## src/hdl/tfi_pkg.sv

```systemverilog
// Package with shared constants and types of the two-input fuzzy inference core.
package tfi_pkg;

    // Configuration register indexes.
    localparam logic [2:0] CFG_X_LOW  = 3'd0;
    localparam logic [2:0] CFG_X_MID  = 3'd1;
    localparam logic [2:0] CFG_X_HIGH = 3'd2;
    localparam logic [2:0] CFG_Y_LOW  = 3'd3;
    localparam logic [2:0] CFG_Y_MID  = 3'd4;
    localparam logic [2:0] CFG_Y_HIGH = 3'd5;

    // Breakpoint reset values.
    localparam logic [14:0] RST_X_LOW  = 15'd14080;
    localparam logic [14:0] RST_X_MID  = 15'd17920;
    localparam logic [14:0] RST_X_HIGH = 15'd23040;
    localparam logic [15:0] RST_Y_LOW  = 16'd2560;
    localparam logic [15:0] RST_Y_MID  = 16'd6400;
    localparam logic [15:0] RST_Y_HIGH = 16'd8960;

    localparam logic [15:0] ONE_Q15 = 16'h8000;

    // Output singletons.
    localparam logic [6:0] SING_LOW  = 7'd12;
    localparam logic [6:0] SING_MID  = 7'd50;
    localparam logic [6:0] SING_HIGH = 7'd85;

    // Divider geometry: membership ramps and the score.
    localparam int MEM_DEN_W   = 16;
    localparam int SCORE_DEN_W = 17;
    localparam int QUO_W       = 15;

    // Position of a value against its three breakpoints.
    typedef struct packed {
        logic le_l;
        logic le_m;
        logic le_h;
    } t_cmp;

    // Breakpoint comparison and the ramp division that the value needs.
    typedef struct packed {
        t_cmp        c;
        logic [15:0] d;
        logic [15:0] s;
    } t_sel;

endpackage

```

## src/hdl/tfi_div.sv

```systemverilog
// Pipelined restoring divider, one quotient bit per stage, with sideband payload.
module tfi_div
    import tfi_pkg::*;
#(
    parameter int NL = 1,
    parameter int WD = MEM_DEN_W,
    parameter int WQ = QUO_W,
    parameter int WS = 1
) (
    input  logic                          i_clk,
    input  logic                          i_rst_n,
    input  logic                          i_valid,
    output logic                          o_ready,
    input  logic [NL-1:0][WD+WQ-1:0]      i_num,
    input  logic [NL-1:0][WD-1:0]         i_den,
    input  logic [WS-1:0]                 i_side,
    output logic                          o_valid,
    input  logic                          i_ready,
    output logic [NL-1:0][WQ-1:0]         o_quo,
    output logic [WS-1:0]                 o_side
);

    logic [WQ-1:0]                 r_v;
    logic [WQ-1:0][NL-1:0][WD-1:0] r_rem;
    logic [WQ-1:0][NL-1:0][WQ-1:0] r_low;
    logic [WQ-1:0][NL-1:0][WD-1:0] r_den;
    logic [WQ-1:0][WS-1:0]         r_side;

    logic [WQ-1:0]                 s_v;
    logic [WQ-1:0][NL-1:0][WD-1:0] s_rem;
    logic [WQ-1:0][NL-1:0][WQ-1:0] s_low;
    logic [WQ-1:0][NL-1:0][WD-1:0] s_den;
    logic [WQ-1:0][WS-1:0]         s_side;

    logic [WQ-1:0][NL-1:0][WD-1:0] n_rem;
    logic [WQ-1:0][NL-1:0][WQ-1:0] n_low;
    logic [WQ:0]                   en;

    // Stage inputs: the ports feed stage zero, each stage feeds the next.
    always_comb begin
        s_v[0]    = i_valid;
        s_side[0] = i_side;
        s_den[0]  = i_den;
        for (int l = 0; l < NL; l++) begin
            s_rem[0][l] = i_num[l][WD+WQ-1:WQ];
            s_low[0][l] = i_num[l][WQ-1:0];
        end
        for (int k = 1; k < WQ; k++) begin
            s_v[k]    = r_v[k-1];
            s_side[k] = r_side[k-1];
            s_den[k]  = r_den[k-1];
            s_rem[k]  = r_rem[k-1];
            s_low[k]  = r_low[k-1];
        end
    end

    // The dividend's low bits shift out on top while quotient bits shift in below.
    always_comb begin
        logic [WD:0] t;
        logic        ge;
        for (int k = 0; k < WQ; k++) begin
            for (int l = 0; l < NL; l++) begin
                t  = {s_rem[k][l], s_low[k][l][WQ-1]};
                ge = (t >= {1'b0, s_den[k][l]});
                n_rem[k][l] = ge ? WD'(t - {1'b0, s_den[k][l]}) : t[WD-1:0];
                n_low[k][l] = {s_low[k][l][WQ-2:0], ge};
            end
        end
    end

    // A stage takes new data when it is empty or its content moves on.
    always_comb begin
        en[WQ] = i_ready;
        for (int k = WQ - 1; k >= 0; k--) begin
            en[k] = !r_v[k] || en[k+1];
        end
    end

    always_ff @(posedge i_clk) begin
        if (!i_rst_n) begin
            r_v <= '0;
        end else begin
            for (int k = 0; k < WQ; k++) begin
                if (en[k]) begin
                    r_v[k] <= s_v[k];
                end
            end
        end
    end

    always_ff @(posedge i_clk) begin
        for (int k = 0; k < WQ; k++) begin
            if (en[k]) begin
                r_rem[k]  <= n_rem[k];
                r_low[k]  <= n_low[k];
                r_den[k]  <= s_den[k];
                r_side[k] <= s_side[k];
            end
        end
    end

    assign o_ready = en[0];
    assign o_valid = r_v[WQ-1];
    assign o_quo   = r_low[WQ-1];
    assign o_side  = r_side[WQ-1];

endmodule

```

## config.mk

```make
export PLATFORM = sky130hd
export DESIGN_NAME = tfi_div
export DESIGN_NICKNAME = d
export VERILOG_FILES = /design/src/hdl/tfi_pkg.sv /design/src/hdl/tfi_div.sv
export SDC_FILE = /design/constraint.sdc
export NUM_CORES = 1
export LEC_CHECK = 0
export ABC_AREA = 1
export BUFFER_PORTS_ARGS = -buffer_cell sky130_fd_sc_hd__buf_2
export CORE_MARGIN = 5
export CORE_UTILIZATION = 57
export CTS_CLUSTER_DIAMETER = 60
export DETAILED_ROUTE_END_ITERATION = 12
export GPL_TIMING_DRIVEN = 1
export PLACE_DENSITY = 0.76
export SYNTH_ARGS = -nofsm -noshare
export SYNTH_HDL_FRONTEND = slang
export SYNTH_SLANG_ARGS = --single-unit
```

## constraint.sdc

```tcl
create_clock -name i_clk -period 6.8 [get_ports i_clk]
set_input_delay 1.36 -clock i_clk [delete_from_list [all_inputs] [get_ports i_clk]]
set_output_delay 1.36 -clock i_clk [all_outputs]
set_load 0.01 [all_outputs]
```

Word-level counts from Yosys, hierarchy flattened
Cells that the tools add are included.
{"block": "word_totals", "register_bits": 703}
{"block": "classes", "add_sub_neg": 14, "n_mux": 14, "n_reduce_logical": 30, "n_lt_le_gt_ge": 15}
{"cell": "17-bit by 16-bit greater-or-equal comparator with 1-bit output", "count": 15}
{"cell": "16-bit 2-to-1 mux", "count": 14}
{"cell": "16-bit subtractor", "count": 14}
{"cell": "1-bit logical NOT", "count": 15}
{"cell": "1-bit logical OR", "count": 15}

Logic depth before layout (Yosys ltp)
Gate-level depths: netlist (run 1).
{"block": "logic_depth", "word_depth": 16, "ltp_mapped": 16}

Worst setup path after synthesis (run 1)
No wires, ideal clock.
{"block": "synth_path", "kind": "in2out", "startpoint": "input port i_ready", "endpoint": "output port o_ready", "stages": 8, "t_arrival_ns": 5.560, "required_ns": 5.440, "n_path_buf": 0, "slack_ns": -0.120, "cell_sequence": "inv_1 -> nand4_2 -> nor2_4 -> nand4_4 -> nor2_4 -> nand4_4 -> nor2_4 -> nand4_2"}
{"block": "synth_via", "elab_chain_cells": 15}
{"item": "from (decl)", "line": "tfi_div.sv:18", "source": "input logic i_ready,"}
{"item": "1-bit logical OR (3 in series)", "line": "tfi_div.sv:75", "source": "en[k] = !r_v[k] || en[k+1];"}
{"item": "via en[12]", "line": "tfi_div.sv:37", "source": "logic [WQ:0] en;"}
{"item": "1-bit logical OR (4 in series)", "line": "tfi_div.sv:75"}
{"item": "via en[8]", "line": "tfi_div.sv:37"}
{"item": "1-bit logical OR (4 in series)", "line": "tfi_div.sv:75"}
{"item": "via en[4]", "line": "tfi_div.sv:37"}
{"item": "1-bit logical OR (4 in series)", "line": "tfi_div.sv:75"}
{"item": "to (decl)", "line": "tfi_div.sv:13", "source": "output logic o_ready,"}
The timed path passes the listed nets, and every way through them passes these cells.

Worst setup path in the final report (run 1)
Ends and elaborated chain as after synthesis.

==> flow_metrics.tcl, run 1 <==
set metrics [dict create \
    setup_viol 0 \
    final_max_slew_viol_count 0 \
    critPathLaunch "i_ready" \
    grt_pass1_wl_mm 119.2 \
    critPathLaunchType "input port" \
    arrival_ns 2.90 \
    cts_resized 0 \
    cts_tree "done" \
    fin_crit_sh_pct 62.61 \
    yosysWarnings 0 \
    end_kind "output port" \
    skew_ns 0.02448 \
    cp_max_fo 5 \
    postSynthCellCount 3178 \
    min_period_ns 4.258 \
    ys_types 51 \
    cts_hold_buf 0 \
    rsz0062_at_grt "false" \
    clkTransAtPathRegs_ns 0.06 \
    syn-mean-instance-area_sq_um 11.23 \
    synth_largest_area_cell "edfxtp_1" \
    hold_viol 0 \
    numCtsBuffers 77 \
    fin_nets 3593 \
    crit_slowest_cell "nor2_4" \
    grt_usage_pct 22.20 \
    dieArea_sq_um 67690 \
    synth_most_common_cell "edfxtp_1" \
    r2r_start "r_rem[145]" \
    first_iter_violations 1715 \
    htreeDepth 3 \
    initial_core_util_pct 57.71 \
    worst_pin_slew_ns 1.197 \
    cpPeakStageDelay_ns 0.20 \
    pre_cts_slack_ns 2.539 \
    min_from "n_low[117]" \
    worstPathRequired_ns 5.44 \
    p_leak_uw 0.01663 \
    core_sq_um 61830 \
    pin_count 70 \
    place_congestion 0.9536 \
    min_path_type "reg -> reg" \
    portBuffers 69 \
    fin_tns_setup_ns 0 \
    relSlewSlack_pct 19.75 \
    cts_sinks 703 \
    ys_top_cells_by_area "edfxtp_1 58%, ha_1 8.4%, nand2_1 7.0%" \
    ir_drop_uv 267.4 \
    synth_nets 3484 \
    cts_setup_buffers 0 \
    fmax_mhz 234.9 \
    placed_area_sq_um 36720 \
    worstSetupPathType "in -> out" \
    dp.cells 4045 \
    root_buffer "clkbuf_16" \
    vias 22760 \
    dp_hpwl_mm 58.14 \
    path_depth 10 \
    ant_nets 0 \
    maxCapViolations 0 \
    grt_pass1_vias 22570 \
    final_cells 4187 \
    antenna_found_initial 0 \
    num_antenna_cells 0 \
    wl_per_cell_um 18.06 \
    status "finished clean" \
    synth_common_cells "688 x edfxtp_1, 670 x nand2_1, 362 x inv_1, 240 x ha_1, 208 x a21oi_1" \
    drt_pre_antenna_iters 6 \
    synth_top_area_share_pct 57.91 \
    wl_mm 75.60 \
    die_h_um 260.2 \
    area_growth_syn_to_layout_pct 10.02 \
    overflow 0 \
    die_w_um 260.2 \
    min_path_cells 0 \
    clock_latency_ns 0.61 \
    row_count 91 \
    synth_edf_count 688 \
    crit_path_cell_trace "buf_2, inv_1, nand4_2, nor2_4, nand4_4, nor2_4, nand4_4, nor2_4, nand4_4, buf_2" \
    syn_area_sq_um 35680 \
    r2r_cells 10 \
    synth_ff_type "edfxtp_1" \
    worst_slack_ns 2.542 \
    via_per_inst 5.436 \
    crit_buf_inv 3 \
    yosysSeqAreaShare_pct 58.75 \
    drive_gt1_share_pct 10.93 \
    yosys_register_bits 703 \
    final_area_sq_um 39250 \
    drc_errors 0 \
    total_power_uw 18260 \
    async_flop_share_pct 0 \
    cp_top_family "simple AND/OR/NAND/NOR gates" \
    powerDensity_nw_per_um2 465.3 \
    ctsLongestPathBuffers 3 \
    grt_max_degree 50 \
]
cells in the final DEF, fill, tap and decap left out, types with 11 or more instances in the layout:
cell type,netlist,final
o21ai_1,62,62
buf_2,7,69
nor2_1,126,126
nand2_1,670,667
o21bai_4,12,12
nor4_1,12,12
dfxtp_1,15,15
or2_2,11,11
xnor2_1,108,108
nor3_1,19,19
o21ai_0,179,179
inv_1,362,359
nand3_1,113,109
buf_4,20,15
a21boi_2,11,11
a21oi_1,208,208
edfxtp_1,688,688
fa_1,14,14
a31oi_1,14,14
nand2_2,27,30
clkinv_1,0,15
a21o_1,21,21
ha_1,240,240
o21ai_2,45,45
xor2_1,59,59
clkbuf_16,0,79
nand4_1,15,15
clkinv_2,0,12
clkbuf_1,0,11
cell type report:
class	count	area, sq um
clock inverter	51	501.7
inverter	368	1389
clock buffer	91	2032
sequential	703	20960
multi-input combinational	2053	12860
tap	837	1047
timing repair buffer	84	457.9
fill	4804	22570
path summary, 6_finish.rpt:
| path | endpoint | slack (ns) |
|---|---|---|
| setup reg to reg | r_rem[171] | 3.67 |
| hold reg to reg | n_low[133] | 0.41 |
| hold / removal | n_low[133] | 0.41 |
| setup / recovery | o_ready | 2.54 |
layer usage:
| layer | track usage, % | up-vias | routed length, um |
|---|---|---|---|
| met2 | 38.69 | 584 | 37920 |
| met4 | 6.986 | 0 | 2445 |
| li1 | - | 11280 | - |
| met1 | 28.85 | 10730 | 32000 |
| met5 | 0 | - | 0 |
| met3 | 3.427 | 166 | 3228 |
metrics by stage:
stage	hold WS, ns	util, %
2_1_floorplan	0.4003	-
3_3_place_gp	0.4004	59.39
3_5_place_dp	0.4045	59.39
4_1_cts	0.4117	63.49
5_1_grt	0.4201	63.49
6_report	0.4100	63.49
sequential cells by signal, summed over array words and instances (netlist names):
name,count
r_den,224
r_rem,224
n_low,196
o_quo,15
r_v,15
r_low,14
r_side,14
o_side,1
where the power goes:
group	switching [uW]	total, uW	internal, uW
Clock	1680	4110	2420
Combinational	4420	7110	2700
Sequential	650	7040	6390
Total	6750	18300	11500
logic make-up after synthesis:
kind of cell,after synthesis,share of synthesized area [%]
xor+xnor,167,4.100
buf+inv,422,5.292
fa+ha+maj,254,9.203
simple gates,1035,12.47
compound gates,597,10.18
flops,703,58.75
Power figures use the tool's default switching activity.
==> run 2: changes to the inputs <==
--- a/config.mk
+++ b/config.mk
@@ -8,11 +8,11 @@
 export ABC_AREA = 1
 export BUFFER_PORTS_ARGS = -buffer_cell sky130_fd_sc_hd__buf_2
 export CORE_MARGIN = 5
-export CORE_UTILIZATION = 57
+export CORE_UTILIZATION = 60
 export CTS_CLUSTER_DIAMETER = 60
 export DETAILED_ROUTE_END_ITERATION = 12
 export GPL_TIMING_DRIVEN = 1
-export PLACE_DENSITY = 0.76
+export PLACE_DENSITY = 0.77
 export SYNTH_ARGS = -nofsm -noshare
 export SYNTH_HDL_FRONTEND = slang
 export SYNTH_SLANG_ARGS = --single-unit
==> constraint.sdc (replaced) <==
create_clock -name i_clk -period 4.07 [get_ports i_clk]
set_input_delay 0.814 -clock i_clk [delete_from_list [all_inputs] [get_ports i_clk]]
set_output_delay 0.814 -clock i_clk [all_outputs]
set_load 0.01 [all_outputs]
==> run 2 against run 1 <==
Largest cell class unchanged. Critical path type is now reg -> out. Utilization up 3.2 points. First-iteration DRC count is 3.4% lower. Power grew 68%.
==> flow_metrics.tcl, run 2 (synthesized netlist as in run 1, its figures left out) <==
set metrics [dict create \
    hold_viol 0 \
    num_antenna_cells 0 \
    fin_nets 3599 \
    use_met1_pct 31.03 \
    p_leak_uw 0.01671 \
    cts_hold_buf 0 \
    numCtsBuffers 76 \
    wl_mm 75.87 \
    dp_hpwl_mm 57.49 \
    cts_setup_buffers 0 \
    overflow 0 \
    use_met3_pct 3.828 \
    critPathLaunchType "flip-flop" \
    critPathLaunch "r_v[13]" \
    initial_core_util_pct 60.56 \
    area_growth_syn_to_layout_pct 10.20 \
    fmax_mhz 304.5 \
    ir_drop_uv 553.6 \
    cts_tree "done" \
    clkTransAtPathRegs_ns 0.06 \
    cts_resized 0 \
    cts_sinks 703 \
    die_h_um 253.8 \
    grt.busiest_layer "met2" \
    ctsLongestPathBuffers 3 \
    final_cell_mix "688 x edfxtp_1, 667 x nand2_1, 358 x inv_1" \
    power.share.switching_pct 36.62 \
    die_w_um 253.8 \
    place_congestion 0.9536 \
    power.switching_uw 11250 \
    grt_max_degree 50 \
    min_path_type "in -> reg" \
    clock_latency_ns 0.61 \
    post-route-util_pct 66.74 \
    rsz0062_at_grt "false" \
    worstPathRequired_ns 3.26 \
    holdWs_ns 0.3777 \
    end_kind "output port" \
    arrival_ns 2.47 \
    htreeDepth 3 \
    clockPowerShare_pct 23.1 \
    fill_cells 4433 \
    relSlewSlack_pct 23.64 \
    setup_viol 0 \
    fin_crit_sh_pct 80.68 \
    p_comb_share_pct 38.7 \
    dieArea_sq_um 64440 \
    first_iter_violations 1657 \
    portBuffers 69 \
    root_buffer "clkbuf_16" \
    gr-usage-met2_pct 40.00 \
    antenna_found_initial 0 \
    core_sq_um 58910 \
    grt_pass1_wl_mm 120.3 \
    grt_usage_pct 23.49 \
    pin_count 70 \
    drt_pre_antenna_iters 5 \
    final_common_cell "edfxtp_1" \
    status "finished clean" \
    pwr-share-seq_pct 38.2 \
    min_period_ns 3.284 \
    total_power_uw 30720 \
    skew_ns 0.02127 \
    drc_errors 0 \
    min_from "i_num[0]" \
    r2r_start "r_rem[178]" \
    worstSetupPathType "reg -> out" \
    maxCapViolations 0 \
    drive_gt1_share_pct 10.96 \
    powerDensity_nw_per_um2 781.5 \
    p_int_uw 19470 \
    via_per_inst 5.564 \
    worst_pin_slew_ns 1.141 \
    grt_pass1_vias 23050 \
    cp_max_fo 5 \
    ant_nets 0 \
    final_max_slew_viol_count 0 \
    row_count 89 \
    vias 22980 \
    wl_per_cell_um 18.37 \
]
[run 2: changes by cell type in the layout (fill, tap and decap cells not counted)]
cell	change
buf_4	+7
inv_16	+1
clkinv_8	-3
nand4_2	-1
clkinvlp_4	-8
clkinv_2	-5
bufinv_16	+2
clkbuf_16	+2
clkinv_1	+6
inv_1	-1
inv_12	+1
clkbuf_8	+1
nand4_4	+1
inv_6	+4
[run 2: cell type report]
cell class,instances,area (sq um),area share [%]
clock inverter,48,505.5,1.286
timing repair buffer,91,510.5,1.298
tap,773,967.2,2.460
clock buffer,94,2096,5.331
sequential,703,20960,53.31
inverter,368,1401,3.564
multi-input combinational,2053,12870,32.75
[run 2: worst max-delay path: stages (launching register included)]
cell     delay [ns]
dfxtp_1        0.43
nand4_4        0.14
nor2_4         0.22
nand4_4        0.14
nor2_4         0.22
nand4_4        0.14
nor2_4         0.22
nand4_4        0.16
buf_2          0.18
[run 2: metal layers]
layer	share of wire (%)	vias up
met5	0	-
met3	5.2	158
met1	42	10890
met4	3.0	0
li1	-	11300
met2	49	640
[run 2: per-stage QoR]
| step | setup TNS [ns] | setup WS [ns] | area [sq um] | instances |
|---|---|---|---|---|
| finish | 0 | 0.7863 | 39310 | 4130 |
| detailed placement | 0 | 0.8642 | 36710 | 3988 |
| global route | 0 | 0.6393 | 39310 | 4130 |
| global placement | 0 | 0.8989 | 36710 | 3988 |
| floorplan | -144.28 | -0.9234 | 35710 | 3178 |
| CTS | 0 | 0.7410 | 39310 | 4130 |
[run 2: final timing paths]
| check | endpoint | slack [ns] | cells after the start |
|---|---|---|---|
| worst max-delay path | o_ready | 0.79 | 8 |
| worst min register to register | r_side[10] | 0.40 | 0 |
| worst min-delay path | n_low[17] | 0.38 | 1 |
| worst max register to register | r_rem[194] | 1.05 | 10 |
[run 2: power groups by stage]
stage	combinational (uW)	sequential, uW	clock, uW
after floorplan	9520	11300	0
after global placement	11500	11800	0
after detailed placement	11700	11900	0
after CTS	11800	11800	7250
after global routing	13300	11900	7580
final	11900	11700	7090
